### src/rtl/core/tstv_pkg.sv
`timescale 1ns / 1ps
`default_nettype none

package tstv_pkg;

  localparam int unsigned CountW = 21;
  localparam int unsigned DigitW = 5;

  localparam logic [CountW-1:0] LimitReset = 21'd1048576;
  localparam logic [CountW-1:0] CountMax   = {CountW{1'b1}};
  localparam logic [DigitW-1:0] LimitDigits = 5'd19;
  localparam logic [DigitW-1:0] DigitSat    = 5'd20;

  localparam logic ActChar = 1'b0;
  localparam logic ActEnd  = 1'b1;

  localparam logic [7:0] ChMinus = 8'h2D;
  localparam logic [7:0] ChPlus  = 8'h2B;
  localparam logic [7:0] ChDot   = 8'h2E;
  localparam logic [7:0] ChZero  = 8'h30;
  localparam logic [7:0] ChNine  = 8'h39;
  localparam logic [7:0] ChLowE  = 8'h65;
  localparam logic [7:0] ChUpE   = 8'h45;

  typedef enum logic [1:0] {
    SC_BOOL   = 2'd0,
    SC_INT    = 2'd1,
    SC_TEXT   = 2'd2,
    SC_DOUBLE = 2'd3
  } scalar_e;

  // number grammar position, one-hot
  typedef enum logic [9:0] {
    PH_START   = 10'b00_0000_0001,
    PH_SIGN    = 10'b00_0000_0010,
    PH_ZERO    = 10'b00_0000_0100,
    PH_INT     = 10'b00_0000_1000,
    PH_DOT     = 10'b00_0001_0000,
    PH_FRAC    = 10'b00_0010_0000,
    PH_EXP     = 10'b00_0100_0000,
    PH_EXPSIGN = 10'b00_1000_0000,
    PH_EXPDIG  = 10'b01_0000_0000,
    PH_ERR     = 10'b10_0000_0000
  } phase_e;

  typedef enum logic [1:0] {
    CMP_EQUAL = 2'd0,
    CMP_BELOW = 2'd1,
    CMP_ABOVE = 2'd2
  } cmp_e;

  typedef struct packed {
    logic [CountW-1:0] byte_count;
    phase_e            phase;
    logic              negative;
    logic [DigitW-1:0] digit_count;
    cmp_e              cmp;
    logic [1:0]        word_match;  // bit0 "true", bit1 "false" still possible
  } value_t;

  typedef struct packed {
    logic       adv;
    logic       is_end;
    logic [7:0] char_byte;
  } step_t;

  localparam value_t ValueClear = '{
    byte_count:  '0,
    phase:       PH_START,
    negative:    1'b0,
    digit_count: '0,
    cmp:         CMP_EQUAL,
    word_match:  2'b11
  };

  function automatic logic is_digit(input logic [7:0] c);
    return (c >= ChZero) && (c <= ChNine);
  endfunction

  // decimal digits of 9223372036854775807, most significant first
  function automatic logic [3:0] limit_digit(input logic [DigitW-1:0] idx);
    logic [3:0] d;
    case (idx)
      5'd0:    d = 4'd9;
      5'd1:    d = 4'd2;
      5'd2:    d = 4'd2;
      5'd3:    d = 4'd3;
      5'd4:    d = 4'd3;
      5'd5:    d = 4'd7;
      5'd6:    d = 4'd2;
      5'd7:    d = 4'd0;
      5'd8:    d = 4'd3;
      5'd9:    d = 4'd6;
      5'd10:   d = 4'd8;
      5'd11:   d = 4'd5;
      5'd12:   d = 4'd4;
      5'd13:   d = 4'd7;
      5'd14:   d = 4'd7;
      5'd15:   d = 4'd5;
      5'd16:   d = 4'd8;
      5'd17:   d = 4'd0;
      5'd18:   d = 4'd7;
      default: d = 4'd0;
    endcase
    return d;
  endfunction

  function automatic logic [7:0] true_char(input logic [1:0] idx);
    logic [7:0] c;
    case (idx)
      2'd0:    c = 8'h74;  // t
      2'd1:    c = 8'h72;  // r
      2'd2:    c = 8'h75;  // u
      default: c = 8'h65;  // e
    endcase
    return c;
  endfunction

  function automatic logic [7:0] false_char(input logic [2:0] idx);
    logic [7:0] c;
    case (idx)
      3'd0:    c = 8'h66;  // f
      3'd1:    c = 8'h61;  // a
      3'd2:    c = 8'h6C;  // l
      3'd3:    c = 8'h73;  // s
      3'd4:    c = 8'h65;  // e
      default: c = 8'h00;
    endcase
    return c;
  endfunction

endpackage

`default_nettype wire

### src/rtl/core/tstv_scan.sv
`timescale 1ns / 1ps
`default_nettype none

module tstv_scan (
  input  wire logic            clk_i,
  input  wire logic            rst_ni,
  input  wire tstv_pkg::step_t step_i,
  output tstv_pkg::value_t     value_o
);
  import tstv_pkg::*;

  value_t val_q, val_d;

  function automatic phase_e next_phase(input phase_e ph, input logic [7:0] c);
    logic   dig;
    logic   ex;
    phase_e np;
    dig = is_digit(c);
    ex  = (c == ChLowE) || (c == ChUpE);
    unique case (ph)
      PH_START, PH_SIGN: begin
        if (ph == PH_START && c == ChMinus) np = PH_SIGN;
        else if (c == ChZero)               np = PH_ZERO;
        else if (dig)                       np = PH_INT;
        else                                np = PH_ERR;
      end
      PH_ZERO, PH_INT: begin
        if (dig && ph == PH_INT) np = PH_INT;
        else if (c == ChDot)     np = PH_DOT;
        else if (ex)             np = PH_EXP;
        else                     np = PH_ERR;
      end
      PH_DOT: begin
        np = dig ? PH_FRAC : PH_ERR;
      end
      PH_FRAC: begin
        if (dig)     np = PH_FRAC;
        else if (ex) np = PH_EXP;
        else         np = PH_ERR;
      end
      PH_EXP, PH_EXPSIGN, PH_EXPDIG: begin
        if (ph == PH_EXP && (c == ChPlus || c == ChMinus)) np = PH_EXPSIGN;
        else if (dig)                                      np = PH_EXPDIG;
        else                                               np = PH_ERR;
      end
      default: begin
        np = PH_ERR;
      end
    endcase
    return np;
  endfunction

  logic [7:0] c;
  phase_e     np;
  logic       neg_d;
  logic [3:0] lim;
  logic [3:0] dval;

  always_comb begin
    c     = step_i.char_byte;
    val_d = val_q;
    np    = next_phase(val_q.phase, c);
    neg_d = val_q.negative || (val_q.byte_count == '0 && c == ChMinus);
    dval  = c[3:0];
    lim   = limit_digit(val_q.digit_count);
    // the last digit of the negative limit is 8
    if (val_q.digit_count == LimitDigits - 5'd1 && neg_d) lim = 4'd8;

    if (step_i.adv) begin
      if (step_i.is_end) begin
        val_d = ValueClear;
      end else begin
        val_d.negative = neg_d;
        val_d.phase    = np;
        if (np == PH_ZERO || np == PH_INT) begin
          if (val_q.digit_count < LimitDigits && val_q.cmp == CMP_EQUAL) begin
            if (dval < lim)      val_d.cmp = CMP_BELOW;
            else if (dval > lim) val_d.cmp = CMP_ABOVE;
          end
          if (val_q.digit_count < DigitSat) val_d.digit_count = val_q.digit_count + 5'd1;
        end
        if (val_q.byte_count >= 21'd4 || true_char(val_q.byte_count[1:0]) != c) begin
          val_d.word_match[0] = 1'b0;
        end
        if (val_q.byte_count >= 21'd5 || false_char(val_q.byte_count[2:0]) != c) begin
          val_d.word_match[1] = 1'b0;
        end
        if (val_q.byte_count != CountMax) val_d.byte_count = val_q.byte_count + 21'd1;
      end
    end
  end

  always_ff @(posedge clk_i or negedge rst_ni) begin
    if (!rst_ni) begin
      val_q <= ValueClear;
    end else begin
      val_q <= val_d;
    end
  end

  assign value_o = val_q;

  a_clear_after_end: assert property (@(posedge clk_i) disable iff (!rst_ni)
    step_i.adv && step_i.is_end |=> val_q == ValueClear)
    else $error("value state not cleared after end transaction");

  a_digit_sat: assert property (@(posedge clk_i) disable iff (!rst_ni)
    val_q.digit_count <= DigitSat)
    else $error("digit count beyond saturation");

  a_idle_hold: assert property (@(posedge clk_i) disable iff (!rst_ni)
    !step_i.adv |=> $stable(val_q))
    else $error("value state changed without a transaction");

endmodule

`default_nettype wire

### src/rtl/core/tstv_judge.sv
`timescale 1ns / 1ps
`default_nettype none

module tstv_judge (
  input  wire tstv_pkg::value_t  value_i,
  input  wire tstv_pkg::scalar_e scalar_type_i,
  input  wire logic [20:0]       limit_i,
  output logic                   is_valid_o
);
  import tstv_pkg::*;

  logic int_phase;

  always_comb begin
    int_phase = (value_i.phase == PH_ZERO) || (value_i.phase == PH_INT);
    unique case (scalar_type_i)
      SC_BOOL: begin
        is_valid_o = (value_i.word_match[0] && value_i.byte_count == 21'd4) ||
                     (value_i.word_match[1] && value_i.byte_count == 21'd5);
      end
      SC_INT: begin
        is_valid_o = int_phase &&
                     ((value_i.digit_count < LimitDigits) ||
                      (value_i.digit_count == LimitDigits && value_i.cmp != CMP_ABOVE));
      end
      SC_TEXT: begin
        is_valid_o = value_i.byte_count <= limit_i;
      end
      SC_DOUBLE: begin
        is_valid_o = int_phase || (value_i.phase == PH_FRAC) ||
                     (value_i.phase == PH_EXPDIG);
      end
      default: begin
        is_valid_o = 1'b0;
      end
    endcase
  end

endmodule

`default_nettype wire

### src/rtl/core/typed_scalar_text_validator.sv
`timescale 1ns / 1ps
`default_nettype none

// Channel  Direction  Handshake                  Payload
// in       input      in_valid_i / in_ready_o    action_i, char_byte_i, scalar_type_i
// out      output     out_valid_o / out_ready_i  is_valid_o
// cfg      input      cfg_we_i                   cfg_wdata_i (text length limit)
//
// One transaction per cycle unless an end item stalls: an item is registered, then
// updates the value state, or for an end item is judged into the result register.
// Character items never wait on the output; an end item waits only while the
// result register is full and not taken.
// Reset clears the value state and sets the text length limit to 1048576.

module typed_scalar_text_validator (
  input  wire logic        clk_i,
  input  wire logic        rst_ni,
  input  wire logic        in_valid_i,
  output logic             in_ready_o,
  input  wire logic        action_i,
  input  wire logic [7:0]  char_byte_i,
  input  wire logic [1:0]  scalar_type_i,
  output logic             out_valid_o,
  input  wire logic        out_ready_i,
  output logic             is_valid_o,
  input  wire logic        cfg_we_i,
  input  wire logic [20:0] cfg_wdata_i
);
  import tstv_pkg::*;

  logic              in_vld_q, in_vld_d;
  logic              in_end_q;
  logic [7:0]        in_char_q;
  scalar_e           in_type_q;
  logic              out_vld_q, out_vld_d;
  logic              res_q;
  logic [CountW-1:0] limit_q;
  logic              adv;
  logic              judge_valid;
  step_t             step;
  value_t            value;

  assign adv        = in_vld_q && (!in_end_q || !out_vld_q || out_ready_i);
  assign in_ready_o = !in_vld_q || adv;
  assign in_vld_d   = in_ready_o ? in_valid_i : in_vld_q;

  always_comb begin
    out_vld_d = out_vld_q;
    if (adv && in_end_q) out_vld_d = 1'b1;
    else if (out_ready_i) out_vld_d = 1'b0;
  end

  assign step = '{adv: adv, is_end: in_end_q, char_byte: in_char_q};

  tstv_scan u_scan (
    .clk_i   (clk_i),
    .rst_ni  (rst_ni),
    .step_i  (step),
    .value_o (value)
  );

  tstv_judge u_judge (
    .value_i       (value),
    .scalar_type_i (in_type_q),
    .limit_i       (limit_q),
    .is_valid_o    (judge_valid)
  );

  always_ff @(posedge clk_i or negedge rst_ni) begin
    if (!rst_ni) begin
      in_vld_q  <= 1'b0;
      out_vld_q <= 1'b0;
      limit_q   <= LimitReset;
    end else begin
      in_vld_q  <= in_vld_d;
      out_vld_q <= out_vld_d;
      if (cfg_we_i) limit_q <= cfg_wdata_i;
    end
  end

  always_ff @(posedge clk_i) begin
    if (in_valid_i && in_ready_o) begin
      in_end_q  <= (action_i == ActEnd);
      in_char_q <= char_byte_i;
      in_type_q <= scalar_e'(scalar_type_i);
    end
    if (adv && in_end_q) res_q <= judge_valid;
  end

  assign out_valid_o = out_vld_q;
  assign is_valid_o  = res_q;

  a_char_no_result: assert property (@(posedge clk_i) disable iff (!rst_ni)
    adv && !in_end_q |=> out_vld_q == $past(out_vld_q && !out_ready_i))
    else $error("character transaction changed the result register");

  a_end_gives_result: assert property (@(posedge clk_i) disable iff (!rst_ni)
    adv && in_end_q |=> out_vld_q)
    else $error("end transaction produced no result");

  a_pending_held: assert property (@(posedge clk_i) disable iff (!rst_ni)
    in_vld_q && !adv |=> in_vld_q && $stable(in_end_q) && $stable(in_char_q))
    else $error("pending item lost while stalled");

endmodule

`default_nettype wire

### config.mk
export PLATFORM = sky130hd
export DESIGN_NAME = typed_scalar_text_validator
export DESIGN_NICKNAME = d
export VERILOG_FILES = /design/src/rtl/core/tstv_pkg.sv /design/src/rtl/core/tstv_scan.sv /design/src/rtl/core/tstv_judge.sv /design/src/rtl/core/typed_scalar_text_validator.sv
export SDC_FILE = /design/constraint.sdc
export NUM_CORES = 1
export LEC_CHECK = 0
export ABC_AREA = 1
export ABC_CLOCK_PERIOD_IN_PS = 4170
export BUFFER_PORTS_ARGS = -buffer_cell sky130_fd_sc_hd__clkbuf_2
export CAP_MARGIN = 5
export CORE_MARGIN = 4
export CORE_UTILIZATION = 50
export CTS_CLUSTER_SIZE = 10
export DETAILED_ROUTE_END_ITERATION = 8
export PLACE_DENSITY_LB_ADDON = 0.05
export RECOVER_POWER = 100
export SLEW_MARGIN = 20
export SYNTH_ARGS = -nofsm -noshare
export SYNTH_HDL_FRONTEND = slang
export SYNTH_SLANG_ARGS = --single-unit
### constraint.sdc
create_clock -name clk_i -period 4.17 [get_ports clk_i]
set_input_delay 0.834 -clock clk_i [delete_from_list [all_inputs] [get_ports clk_i]]
set_output_delay 0.834 -clock clk_i [all_outputs]
set_load 0.02 [all_outputs]
==> metrics.yaml <==
synth_flop_cell: "dfrtp_1"
antenna_left: 0
yosys.area_share.adder_pct: 8.716
status: "complete, but fails checks"
vias: 4736
min_path_cells: 2
area_growth_pct: 6.313
synth-xor-area-share_pct: 1.979
port_buffers: 39
postSynthNetCount: 782
wl_mm: 12.70
synth-seq-area-share_pct: 37.03
start_kind: "register"
synth_area_leader_cell: "dfrtp_1"
cts_tree: "yes"
core-area_um2: 10320
start_util_pct: 51.45
first_pass_iters: 5
synthCells: 708
first_global_vias: 4543
h-tree-depth: 3
cp.required_ps: 4490
reg2regPathDepth: 19
power_density_nw_per_um2: 317.1
min_period_ps: 3143
dp_hpwl_mm: 9.673
setup_viol: 0
synth_compound_area_share_pct: 11.28
synth_common_cells: "nand2_1, inv_1, nor2_1, dfrtp_1, nand3_1"
violations: "max-capacitance violations, max-slew violations"
antenna_found_initial: 0
post_drt_wl_per_cell_um: 14.33
die-area_um2: 12340
ys_types: 52
worstMarginPinSlew_ps: 1755
numCtsBuffers: 9
overflow: 0
rsz0062_at_grt: "no"
yosys_register_bits: 76
drtIter0Drc: 274
rows: 37
viasPerCell: 5.345
clkLatencyLatePin_ps: 380
ios: 40
yosys.area.top_type_share_pct: 28.27
root_buffer: "clkbuf_8"
syn_area_um2: 5311
grt_pass1_wl_mm: 22.05
cap_violations: 1
clock-sinks: 76
post-route-period-util_pct: 75.37
synth_edf_count: 12
dieHeight_um: 111.1
grt_use_total_pct: 22.12
hold_path_class: "register to register"
crit_fanout: 11
ir_drop_uv: 203.1
fin_skew_ps: 9.351
slew_violations: 31
cts_resized: 0
routabilityCongestion: 0.9569
hold_buffers: 0
clockBufferDepth: 2
synth-simple-area-share_pct: 32.06
yosysMostFrequentCell: "nand2_1"
synth.avg_cell_area_um2: 7.502
clk_pin_slew_ps: 80
power_leakage_nw: 2.729
worst_slack_ps: 1027
fp.dieW_um: 111.1
drc: 0
grt_max_degree: 42
synth_top_family_by_area: "simple AND/OR/NAND/NOR gates"
synth-async-reset-ratio_pct: 84.21
relSlewSlack_pct: -17.02
critPathKind: "register to register"
drive_gt1_share_pct: 10.40
num_antenna_cells: 0
pre_cts_slack_ps: 1093
postCtsSetupBuffers: 0
max_freq_mhz: 318.2
end_kind: "register"
hold_violations: 0
muxShareOfSynthArea_pct: 0.2120
ys_warn_count: 0
finalSetupTns_ps: 0
nets: 819
worstPathArrival_ps: 3460
synthTopCellsByArea: "dfrtp_1, nand2_1, ha_1"
==> logic make-up after synthesis <==
logic type / after synthesis
fa+ha+maj: 37
buf+inv: 106
simple gates: 377
xor+xnor: 12
flops: 76
mux: 1
compound gates: 99
==> area by class of cell <==
class / instances / area (um^2)
well taps: 136 / 170.2
multi-input cells: 526 / 2811
fillers: 1026 / 4677
flip-flops and latches: 76 / 1967
inverters: 91 / 341.6
clock buffers: 12 / 135.1
clock inverters: 4 / 26.28
repair buffers: 41 / 195.2
==> placed cells by master (no fill, tap or decap), types with 6 or more instances in the layout <==
cell type	count
clkbuf_8	9
nor3_1	16
ha_1	37
xor2_1	11
clkbuf_1	11
nand2_1	181
edfxtp_1	12
inv_1	84
a21oi_1	21
dfrtp_1	60
nand3_1	58
nor2_1	71
nand4_1	23
clkbuf_2	33
o21ai_1	6
inv_2	6
o21ai_0	56
==> metrics by stage <==
stage          total power (W)  hold WS [ps]  area, um^2  cells  util [%]
2_1_floorplan         0.001197         442.1        5311    708         -
3_3_place_gp          0.001298         450.8        5570    870     53.96
3_5_place_dp          0.001309         459.5        5570    870     53.96
4_1_cts               0.001820         360.7        5732    886     55.52
5_1_grt               0.001934         496.1        5647    886     54.70
6_report              0.001791         472.6        5647    886     54.70
==> where the power goes <==
group | internal [W] | total [W] | switching, W
sequential | 0.000813 | 0.000875 | 0.0000620
combinational | 0.000150 | 0.000414 | 0.000264
clock | 0.000216 | 0.000502 | 0.000286
==> worst paths after layout <==
path	from	endpoint	slack, ps
min in group asynchronous	rst_ni	limit_q[3]	530
worst min register to register	u_scan.value_o[1]	u_scan.value_o[1]	470
worst max-delay path	u_scan.value_o[20]	u_scan.value_o[3]	1030
max in group asynchronous	rst_ni	u_scan.value_o[16]	1520
worst max register to register	u_scan.value_o[20]	u_scan.value_o[3]	1030
worst min-delay path	u_scan.value_o[1]	u_scan.value_o[1]	470
==> worst max-delay path: stages (launching register included) <==
cell      delay, ps
dfrtp_1         510
inv_1           260
ha_1            230
inv_1            80
nor2_1          130
nand4_1         120
o21bai_1        280
nand2_1         140
and3_1          180
ha_1            290
nand2_1          70
o21ba_2         240
nor2_1           40
nor2_1          120
nand3_1          90
nand2_1          60
inv_1            60
nand2_1          80
nand2_1          60
nand2_1          50
==> sequential cells by signal, indices dropped and copies added, names as in the netlist <==
name	count
in_type_q	2
is_valid_o	1
out_valid_o	1
in_end_q	1
limit_q	21
in_vld_q	1
u_scan.value_o	41
in_char_q	8
==> per-layer routing <==
layer	wire, um	track usage (%)
met2	5363	31.67
met1	6376	32.63
met5	0	0
met3	737	4.367
met4	217	9.002
Note: power is estimated with default switching activity, not from simulation.
